==> config.mk <==
export PLATFORM = sky130hd
export DESIGN_NAME = glob_wildcard_matcher_core
export DESIGN_NICKNAME = d
export VERILOG_FILES = /design/src/hw/rtl/gwm_pkg.sv /design/src/hw/rtl/gwm_front.sv /design/src/hw/rtl/gwm_cmdq.sv /design/src/hw/rtl/gwm_back.sv /design/src/hw/rtl/glob_wildcard_matcher_core.sv
export SDC_FILE = /design/constraint.sdc
export NUM_CORES = 1
export LEC_CHECK = 0
export ABC_CLOCK_PERIOD_IN_PS = 5800
export BUFFER_PORTS_ARGS = -buffer_cell sky130_fd_sc_hd__buf_4
export CAP_MARGIN = 20
export CORE_UTILIZATION = 60
export DETAILED_ROUTE_END_ITERATION = 16
export PLACE_DENSITY_LB_ADDON = 0.3
export SLEW_MARGIN = 20
export SYNTH_ARGS = -nofsm -noshare
export SYNTH_HDL_FRONTEND = slang
export SYNTH_SLANG_ARGS = --single-unit
export TNS_END_PERCENT = 100
==> constraint.sdc <==
create_clock -name clk -period 5.8 [get_ports clk]
set_input_delay 0.87 -clock clk [delete_from_list [all_inputs] [get_ports clk]]
set_output_delay 0.87 -clock clk [all_outputs]
set_load 0.02 [all_outputs]
==> src/hw/rtl/gwm_pkg.sv <==
// Shared types and constants for the glob wildcard matcher.
// Used by every module of the block; no dependencies.

package gwm_pkg;

	// Pattern capacity and derived widths
	localparam int PATTERN_MAX = 32;
	localparam int POS_W       = PATTERN_MAX + 1;
	localparam int LEN_W       = $clog2(PATTERN_MAX + 1);
	localparam int IDX_W       = (PATTERN_MAX > 1) ? $clog2(PATTERN_MAX) : 1;
	localparam int SCAN_LVLS   = $clog2(POS_W);

	// Special pattern bytes
	localparam logic [7:0] STAR_BYTE  = 8'h2A;
	localparam logic [7:0] QMARK_BYTE = 8'h3F;

	// Command queue between front and back
	localparam int CMDQ_DEPTH = 4;
	localparam int CMDQ_PTR_W = $clog2(CMDQ_DEPTH);
	localparam int CMDQ_CNT_W = $clog2(CMDQ_DEPTH + 1);

	// Item kinds
	typedef enum logic [1:0] {
		KIND_CLEAR  = 2'd0,
		KIND_APPEND = 2'd1,
		KIND_NAME   = 2'd2,
		KIND_END    = 2'd3
	} kind_t;

	// Classified command handed from front to back
	typedef struct packed {
		kind_t      kind;
		logic [7:0] sym;
		logic       is_star;
		logic       is_qmark;
	} cmd_t;

	// One result beat
	typedef struct packed {
		logic matched;
		logic overflow;
	} res_t;

endpackage

==> src/hw/rtl/gwm_front.sv <==
// Front end: takes input beats and classifies the symbol.
// Depends on gwm_pkg.

module gwm_front (
	input  logic          push,
	output logic          full,
	input  logic [1:0]    kind,
	input  logic [7:0]    symbol,
	output logic          q_push,
	output gwm_pkg::cmd_t q_data,
	input  logic          q_full
);
	import gwm_pkg::*;

	// Flow control follows the command queue
	assign full   = q_full;
	assign q_push = push & ~q_full;

	// Decode kind and tag the special pattern bytes
	always_comb begin
		q_data.kind     = kind_t'(kind);
		q_data.sym      = symbol;
		q_data.is_star  = (symbol == STAR_BYTE);
		q_data.is_qmark = (symbol == QMARK_BYTE);
	end

endmodule

==> src/hw/rtl/gwm_cmdq.sv <==
// Short command queue between front and back.
// Depends on gwm_pkg.

module gwm_cmdq (
	input  logic          clk,
	input  logic          arst_n,
	input  logic          push,
	input  gwm_pkg::cmd_t wdata,
	output logic          full,
	input  logic          pop,
	output gwm_pkg::cmd_t rdata,
	output logic          valid
);
	import gwm_pkg::*;

	cmd_t                  ent_q [CMDQ_DEPTH];
	logic [CMDQ_PTR_W-1:0] wptr_q;
	logic [CMDQ_PTR_W-1:0] rptr_q;
	logic [CMDQ_CNT_W-1:0] cnt_q;
	logic                  do_push;
	logic                  do_pop;

	assign full    = (cnt_q == CMDQ_CNT_W'(CMDQ_DEPTH));
	assign valid   = (cnt_q != '0);
	assign do_push = push & ~full;
	assign do_pop  = pop & valid;
	assign rdata   = ent_q[rptr_q];

	// Entry storage
	always_ff @(posedge clk) begin
		if (do_push) begin
			ent_q[wptr_q] <= wdata;
		end
	end

	// Pointers and fill count
	always_ff @(posedge clk or negedge arst_n) begin
		if (!arst_n) begin
			wptr_q <= '0;
			rptr_q <= '0;
			cnt_q  <= '0;
		end else begin
			if (do_push) begin
				wptr_q <= (wptr_q == CMDQ_PTR_W'(CMDQ_DEPTH - 1)) ? '0 : wptr_q + 1'b1;
			end
			if (do_pop) begin
				rptr_q <= (rptr_q == CMDQ_PTR_W'(CMDQ_DEPTH - 1)) ? '0 : rptr_q + 1'b1;
			end
			if (do_push && !do_pop) begin
				cnt_q <= cnt_q + 1'b1;
			end else if (do_pop && !do_push) begin
				cnt_q <= cnt_q - 1'b1;
			end
		end
	end

endmodule

==> src/hw/rtl/gwm_back.sv <==
// Back end: pattern store, active-position vector and result buffer.
// Depends on gwm_pkg.

module gwm_back (
	input  logic          clk,
	input  logic          arst_n,
	input  logic          cmd_valid,
	input  gwm_pkg::cmd_t cmd,
	output logic          cmd_pop,
	output logic          empty,
	input  logic          pop,
	output logic          matched,
	output logic          pattern_overflow
);
	import gwm_pkg::*;

	// Pattern store (no reset; only entries below the length are used)
	logic [7:0]       pat_q   [PATTERN_MAX];
	logic             star_q  [PATTERN_MAX];
	logic             qmark_q [PATTERN_MAX];

	logic [LEN_W-1:0] len_q;
	logic             ovf_q;
	logic [POS_W-1:0] act_q;   // active positions
	logic [POS_W-1:0] arm_q;   // closure of position zero for the current pattern

	// Result buffer, two entries
	res_t             res_q [2];
	logic             res_wptr_q;
	logic             res_rptr_q;
	logic [1:0]       res_cnt_q;
	logic             res_full;
	logic             res_push;
	logic             res_pop;

	logic             exec;
	logic             room;
	logic [PATTERN_MAX-1:0] len_mask;
	logic [POS_W-1:0] step_vec;
	logic [POS_W-1:0] closed_vec;
	logic [POS_W-1:0] arm_next;

	// Issue: an end beat needs room in the result buffer
	assign res_full = (res_cnt_q == 2'd2);
	assign exec     = cmd_valid & ((cmd.kind != KIND_END) | ~res_full);
	assign cmd_pop  = exec;
	assign room     = (len_q < LEN_W'(PATTERN_MAX));

	// Positions that hold a pattern byte
	always_comb begin
		for (int i = 0; i < PATTERN_MAX; i++) begin
			len_mask[i] = (LEN_W'(i) < len_q);
		end
	end

	// One name byte: advance every live position in parallel
	always_comb begin
		step_vec = '0;
		for (int i = 0; i < PATTERN_MAX; i++) begin
			if (act_q[i] && len_mask[i]) begin
				if (star_q[i]) begin
					step_vec[i] = 1'b1;
				end else if (qmark_q[i] || (pat_q[i] == cmd.sym)) begin
					step_vec[i+1] = 1'b1;
				end
			end
		end
	end

	// Star closure as a parallel prefix: position i+1 inherits i over a star
	always_comb begin
		logic [POS_W-1:0] g;
		logic [POS_W-1:0] p;
		logic [POS_W-1:0] gn;
		logic [POS_W-1:0] pn;
		g    = step_vec;
		p    = '0;
		for (int i = 1; i < POS_W; i++) begin
			p[i] = star_q[i-1] & len_mask[i-1];
		end
		for (int l = 0; l < SCAN_LVLS; l++) begin
			gn = g;
			pn = p;
			for (int i = 0; i < POS_W; i++) begin
				if (i >= (1 << l)) begin
					gn[i] = g[i] | (p[i] & g[i - (1 << l)]);
					pn[i] = p[i] & p[i - (1 << l)];
				end
			end
			g = gn;
			p = pn;
		end
		closed_vec = g;
	end

	// Appending a star extends the re-arm vector by one position
	always_comb begin
		arm_next = arm_q;
		for (int i = 1; i < POS_W; i++) begin
			if (LEN_W'(i - 1) == len_q) begin
				arm_next[i] = arm_q[i] | (arm_q[i-1] & cmd.is_star);
			end
		end
	end

	// Pattern byte write
	always_ff @(posedge clk) begin
		if (exec && (cmd.kind == KIND_APPEND) && room) begin
			pat_q[len_q[IDX_W-1:0]]   <= cmd.sym;
			star_q[len_q[IDX_W-1:0]]  <= cmd.is_star;
			qmark_q[len_q[IDX_W-1:0]] <= cmd.is_qmark;
		end
	end

	// Matcher state
	always_ff @(posedge clk or negedge arst_n) begin
		if (!arst_n) begin
			len_q <= '0;
			ovf_q <= 1'b0;
			act_q <= POS_W'(1);
			arm_q <= POS_W'(1);
		end else if (exec) begin
			case (cmd.kind)
				KIND_CLEAR: begin
					len_q <= '0;
					ovf_q <= 1'b0;
					act_q <= POS_W'(1);
					arm_q <= POS_W'(1);
				end
				KIND_APPEND: begin
					if (room) begin
						len_q <= len_q + 1'b1;
						arm_q <= arm_next;
						act_q <= arm_next;
					end else begin
						ovf_q <= 1'b1;
						act_q <= arm_q;
					end
				end
				KIND_NAME: begin
					act_q <= closed_vec;
				end
				KIND_END: begin
					act_q <= arm_q;
				end
				default: begin
					act_q <= act_q;
				end
			endcase
		end
	end

	// Result buffer
	assign res_push = exec & (cmd.kind == KIND_END);
	assign res_pop  = pop & ~empty;
	assign empty    = (res_cnt_q == 2'd0);

	always_ff @(posedge clk) begin
		if (res_push) begin
			res_q[res_wptr_q].matched  <= act_q[len_q];
			res_q[res_wptr_q].overflow <= ovf_q;
		end
	end

	always_ff @(posedge clk or negedge arst_n) begin
		if (!arst_n) begin
			res_wptr_q <= 1'b0;
			res_rptr_q <= 1'b0;
			res_cnt_q  <= '0;
		end else begin
			if (res_push) begin
				res_wptr_q <= ~res_wptr_q;
			end
			if (res_pop) begin
				res_rptr_q <= ~res_rptr_q;
			end
			if (res_push && !res_pop) begin
				res_cnt_q <= res_cnt_q + 1'b1;
			end else if (res_pop && !res_push) begin
				res_cnt_q <= res_cnt_q - 1'b1;
			end
		end
	end

	assign matched          = res_q[res_rptr_q].matched;
	assign pattern_overflow = res_q[res_rptr_q].overflow;

`ifndef SYNTH
	logic [POS_W-1:0] upto_len;
	always_comb begin
		for (int i = 0; i < POS_W; i++) begin
			upto_len[i] = (LEN_W'(i) <= len_q);
		end
	end

	// No position beyond the pattern end is ever live
	a_act_in_range: assert property (@(posedge clk) disable iff (!arst_n)
		(act_q & ~upto_len) == '0)
		else $error("active position beyond pattern length");

	// Position zero is always part of the re-arm vector
	a_arm_base: assert property (@(posedge clk) disable iff (!arst_n)
		arm_q[0])
		else $error("re-arm vector lost position zero");

	// Clear leaves an empty pattern armed at position zero
	a_clear: assert property (@(posedge clk) disable iff (!arst_n)
		exec && (cmd.kind == KIND_CLEAR) |=> (act_q == POS_W'(1)) && !ovf_q && (len_q == '0))
		else $error("clear did not reset matcher state");

	// Length stays within capacity and never grows on a full pattern
	a_len_cap: assert property (@(posedge clk) disable iff (!arst_n)
		exec && (cmd.kind == KIND_APPEND) && !room |=> ovf_q && $stable(len_q))
		else $error("append past capacity not flagged");
`endif

endmodule

==> src/hw/rtl/glob_wildcard_matcher_core.sv <==
// Anchored glob matcher ('*' and '?'), top level.
// Beats are executed from the command queue; an end-of-name result is registered
// in the result buffer that drives the result ports. Throughput: one beat per cycle
// while the command queue has room; the star closure is a parallel prefix over the
// active-position vector. End beats wait only while two results are unpopped.
// Reset clears length, overflow flag and queues, and arms position zero only.
// Depends on gwm_pkg, gwm_front, gwm_cmdq, gwm_back.

module glob_wildcard_matcher_core (
	input  logic       clk,
	input  logic       arst_n,
	input  logic       push,
	output logic       full,
	input  logic [1:0] kind,
	input  logic [7:0] symbol,
	output logic       empty,
	input  logic       pop,
	output logic       matched,
	output logic       pattern_overflow
);
	import gwm_pkg::*;

	logic q_push;
	logic q_full;
	cmd_t q_wdata;
	cmd_t q_rdata;
	logic q_valid;
	logic q_pop;

	gwm_front u_front (
		.push   (push),
		.full   (full),
		.kind   (kind),
		.symbol (symbol),
		.q_push (q_push),
		.q_data (q_wdata),
		.q_full (q_full)
	);

	gwm_cmdq u_cmdq (
		.clk    (clk),
		.arst_n (arst_n),
		.push   (q_push),
		.wdata  (q_wdata),
		.full   (q_full),
		.pop    (q_pop),
		.rdata  (q_rdata),
		.valid  (q_valid)
	);

	gwm_back u_back (
		.clk              (clk),
		.arst_n           (arst_n),
		.cmd_valid        (q_valid),
		.cmd              (q_rdata),
		.cmd_pop          (q_pop),
		.empty            (empty),
		.pop              (pop),
		.matched          (matched),
		.pattern_overflow (pattern_overflow)
	);

endmodule
==> impl_results.md <==
* Root buf cell: clkbuf_16
* Synth area leaders: edfxtp_1, dfrtp_1, xnor2_1
* Antenna violations before repair at 0
* Status: completed
* Worst path cell trace: buf_4 > mux4_2 > buf_12 > xor2_1 > nor4_1 > a31o_1 > a21oi_1 > or3_1 > a211oi_1 > a221o_2 > o211ai_2 > a21oi_2 > a41o_1
* Most frequent cells in the layout: edfxtp_1, xnor2_1, nor2_1, nand2_1, xor2_1
* Most common cell after layout, fill and taps aside: edfxtp_1
* Finish-stage setup viols at 0
* Largest vdd supply drop at 0.497 mV
* CP Max Fanout at 29
* Slowest CP cell: mux4_2
* DRC violations left at 0
* Worst stage delay on the critical path at 0.91 ns
* Via count at 14595
* Buffers and inverters on the worst path at 2
* Hold buffers post-CTS at 0
* HP Class: input pin to async pin
* WL/cell at 25.1 um
* Achievable Freq at 0.214 GHz
* Final Cycle Share at 80.5%
* Clock-pin slew on the worst setup and hold paths at 0.07 ns
* Layout cell share with drive strength beyond 1 at 9.88%
* IO buf count at 17
* Antenna Cells at 0
* Die width at 193 um
* Post-synthesis sequential area ratio at 60.5%
* Relative slew margins at 24.6%
* RSZ-0062 raised after global routing: no
* Post-Layout Cell Count at 2242
* CP Data Required Time at 6.32 ns
* Flop-to-flop setup slack at 1.13 ns
* H-tree levels at 2
* Ys async rst share at 18.4%
* Drt via density at 6.51
* Total wire length at 56300 um
* Starting Density at 61.4%
* Final hold vios at 0
* Post-Place Cells at 2158
* Post-route minimum period at 4.67 ns
* # resized after CTS at 0
* Post-Route Utilization at 66.9%
* Netlist cell types at 93
* PwrDens at 495 nW/um^2
* First-pass GRT wire length at 86700 um
* Final Power at 11.8 mW
* Gpl congestion at 0.977
* Sink Count at 456
* Worst-Margin Slew at 1.13 ns
* Placement Rows at 69
* Syn Inst Count at 1732
* Crit path max-delay family: compound AO/OA/AOI/OAI gates
* Mapped cell area at 21900 um^2
* EDFF count, synth at 372
* Nature of the critical path startpoint: register
* TritonRoute pass-1 iters at 8
* Top Ports at 18
* Drt initial violations at 1341
* Cell taking the most area after synthesis: edfxtp_1
* Die footprint at 37300 um^2
* Grt ovf at 0
* Vias in the first global route at 14404
* TritonCTS clock tree: done
* Worst path arrival time at 5.19 ns
* Skew-Pair Late Insertion Delay at 0.59 ns
* Total CTS buffers at 47
* Core ar. at 35700 um^2
* Clk buf depth at 3
* Yosys warning total at 0
* Largest net degree at the start of global routing at 67
* Synth Register Bits at 456
* Antenna-violating nets left at 0
* Post-CTS Repair Setup Buffers at 0
* Total GRT Usage at 30.8%
* Synth top area share at 50.9%
* Final slew viol count at 0
* CP Class: register to register
* Setup TNS at 0 ns
* Area growth syn-to-layout at 8.92%
* Die height at 193 um
* Final net count at 1772
* Syn nets at 1758
* Worst setup EP type: register
* Post-Route Skew at 0.0191 ns
* Mean Syn Cell Area at 12.7 um^2
* Ys flop type: edfxtp_1
* Max cap viols at 0
* Dpl hpwl at 37600 um
* Cell leakage power at 8.06 nW
power by group:
| part | internal, mW | total (mW) | switching (mW) |
|---|---|---|---|
| combinational | 1.43 | 4.32 | 2.89 |
| clock | 1.70 | 2.95 | 1.26 |
| sequential | 4.29 | 4.56 | 0.271 |
| total | 7.41 | 11.8 | 4.42 |
cell type report:
type | instances | area [um^2]
flip-flops and latches | 456 | 13300
inverters | 22 | 82.6
multi-input cells | 1170 | 8090
clock buffers | 56 | 1230
fillers | 2603 | 11800
repair buffers | 49 | 393
clock inverters | 28 | 258
well taps | 461 | 577
synthesized netlist by cell type, types with 6 or more instances:
cell type / number
a211oi_1: 12
a21boi_0: 8
a21o_1: 10
a21oi_1: 68
a22o_1: 12
a31oi_1: 48
a41o_1: 8
a41oi_1: 12
and2_1: 24
and3_1: 16
buf_2: 9
buf_4: 16
buf_6: 13
clkbuf_1: 40
dfrtp_1: 82
edfxtp_1: 372
ha_1: 11
inv_1: 21
mux2i_1: 13
mux4_2: 20
nand2_1: 105
nand2b_1: 10
nand3_1: 21
nand4_1: 46
nor2_1: 169
nor2b_1: 12
nor3_1: 19
nor3b_1: 11
nor4_1: 23
o211ai_1: 16
o21a_1: 13
o21ai_0: 57
o21ai_1: 6
o21bai_1: 7
o221ai_1: 6
o31ai_1: 10
or3_1: 10
xnor2_1: 175
xor2_1: 92
per-layer routing:
layer,global-route usage [%],vias to the layer above,wire [um]
met5,0,-,0
met4,10.6,0,1920
met3,6.45,129,4330
met2,49.6,644,26900
met1,42.0,7303,23200
li1,-,6519,-
final timing paths:
| check | start | end | cells past startpoint |
|---|---|---|---|
| max | u_cmdq.rptr_q[0]$_DFFE_PN0P_ | u_back.act_q[30]$_DFFE_PN0P_ | 13 |
| min | arst_n | u_back.act_q[23]$_DFFE_PN0P_ | 1 |
| max reg2reg | u_cmdq.rptr_q[0]$_DFFE_PN0P_ | u_back.act_q[30]$_DFFE_PN0P_ | 13 |
| min reg2reg | u_back.act_q[0]$_DFFE_PN1P_ | u_back.act_q[0]$_DFFE_PN1P_ | 2 |
| max in group asynchronous | arst_n | u_back.arm_q[3]$_DFFE_PN0P_ | 2 |
| min in group clk | u_back.act_q[0]$_DFFE_PN1P_ | u_back.act_q[0]$_DFFE_PN1P_ | 2 |
cell families after synthesis:
kind of cell / count (synthesis) / share of synthesized area, %
mux: 38 / 2.90
buf+inv: 106 / 2.71
simple gates: 494 / 11.0
fa+ha+maj: 12 / 0.718
compound gates: 358 / 11.4
xor+xnor: 268 / 10.7
flops: 456 / 60.5
per-stage QoR:
stage,setup WS [ns],hold WS (ns),instance area (um^2)
2_1_floorplan,2.22,0.443,21900
3_3_place_gp,1.30,0.460,22400
3_5_place_dp,1.19,0.469,22400
4_1_cts,1.18,0.136,23900
5_1_grt,0.898,0.155,23900
6_report,1.13,0.156,23900
state kept, by name, summed over array words and instances, names as in the netlist:
| register | count |
|---|---|
| u_cmdq.cnt_q | 3 |
| u_back.res_cnt_q | 2 |
| u_back.act_q | 33 |
| u_back.star_q | 32 |
| u_cmdq.rptr_q | 2 |
| u_back.ovf_q | 1 |
| u_back.len_q | 6 |
| u_back.res_q | 4 |
| u_back.res_wptr_q | 1 |
| u_back.res_rptr_q | 1 |
| u_back.qmark_q | 32 |
| u_back.arm_q | 33 |
| u_cmdq.ent_q | 48 |
| u_cmdq.wptr_q | 2 |
| u_back.pat_q | 256 |
Power figures use the tool's default switching activity.
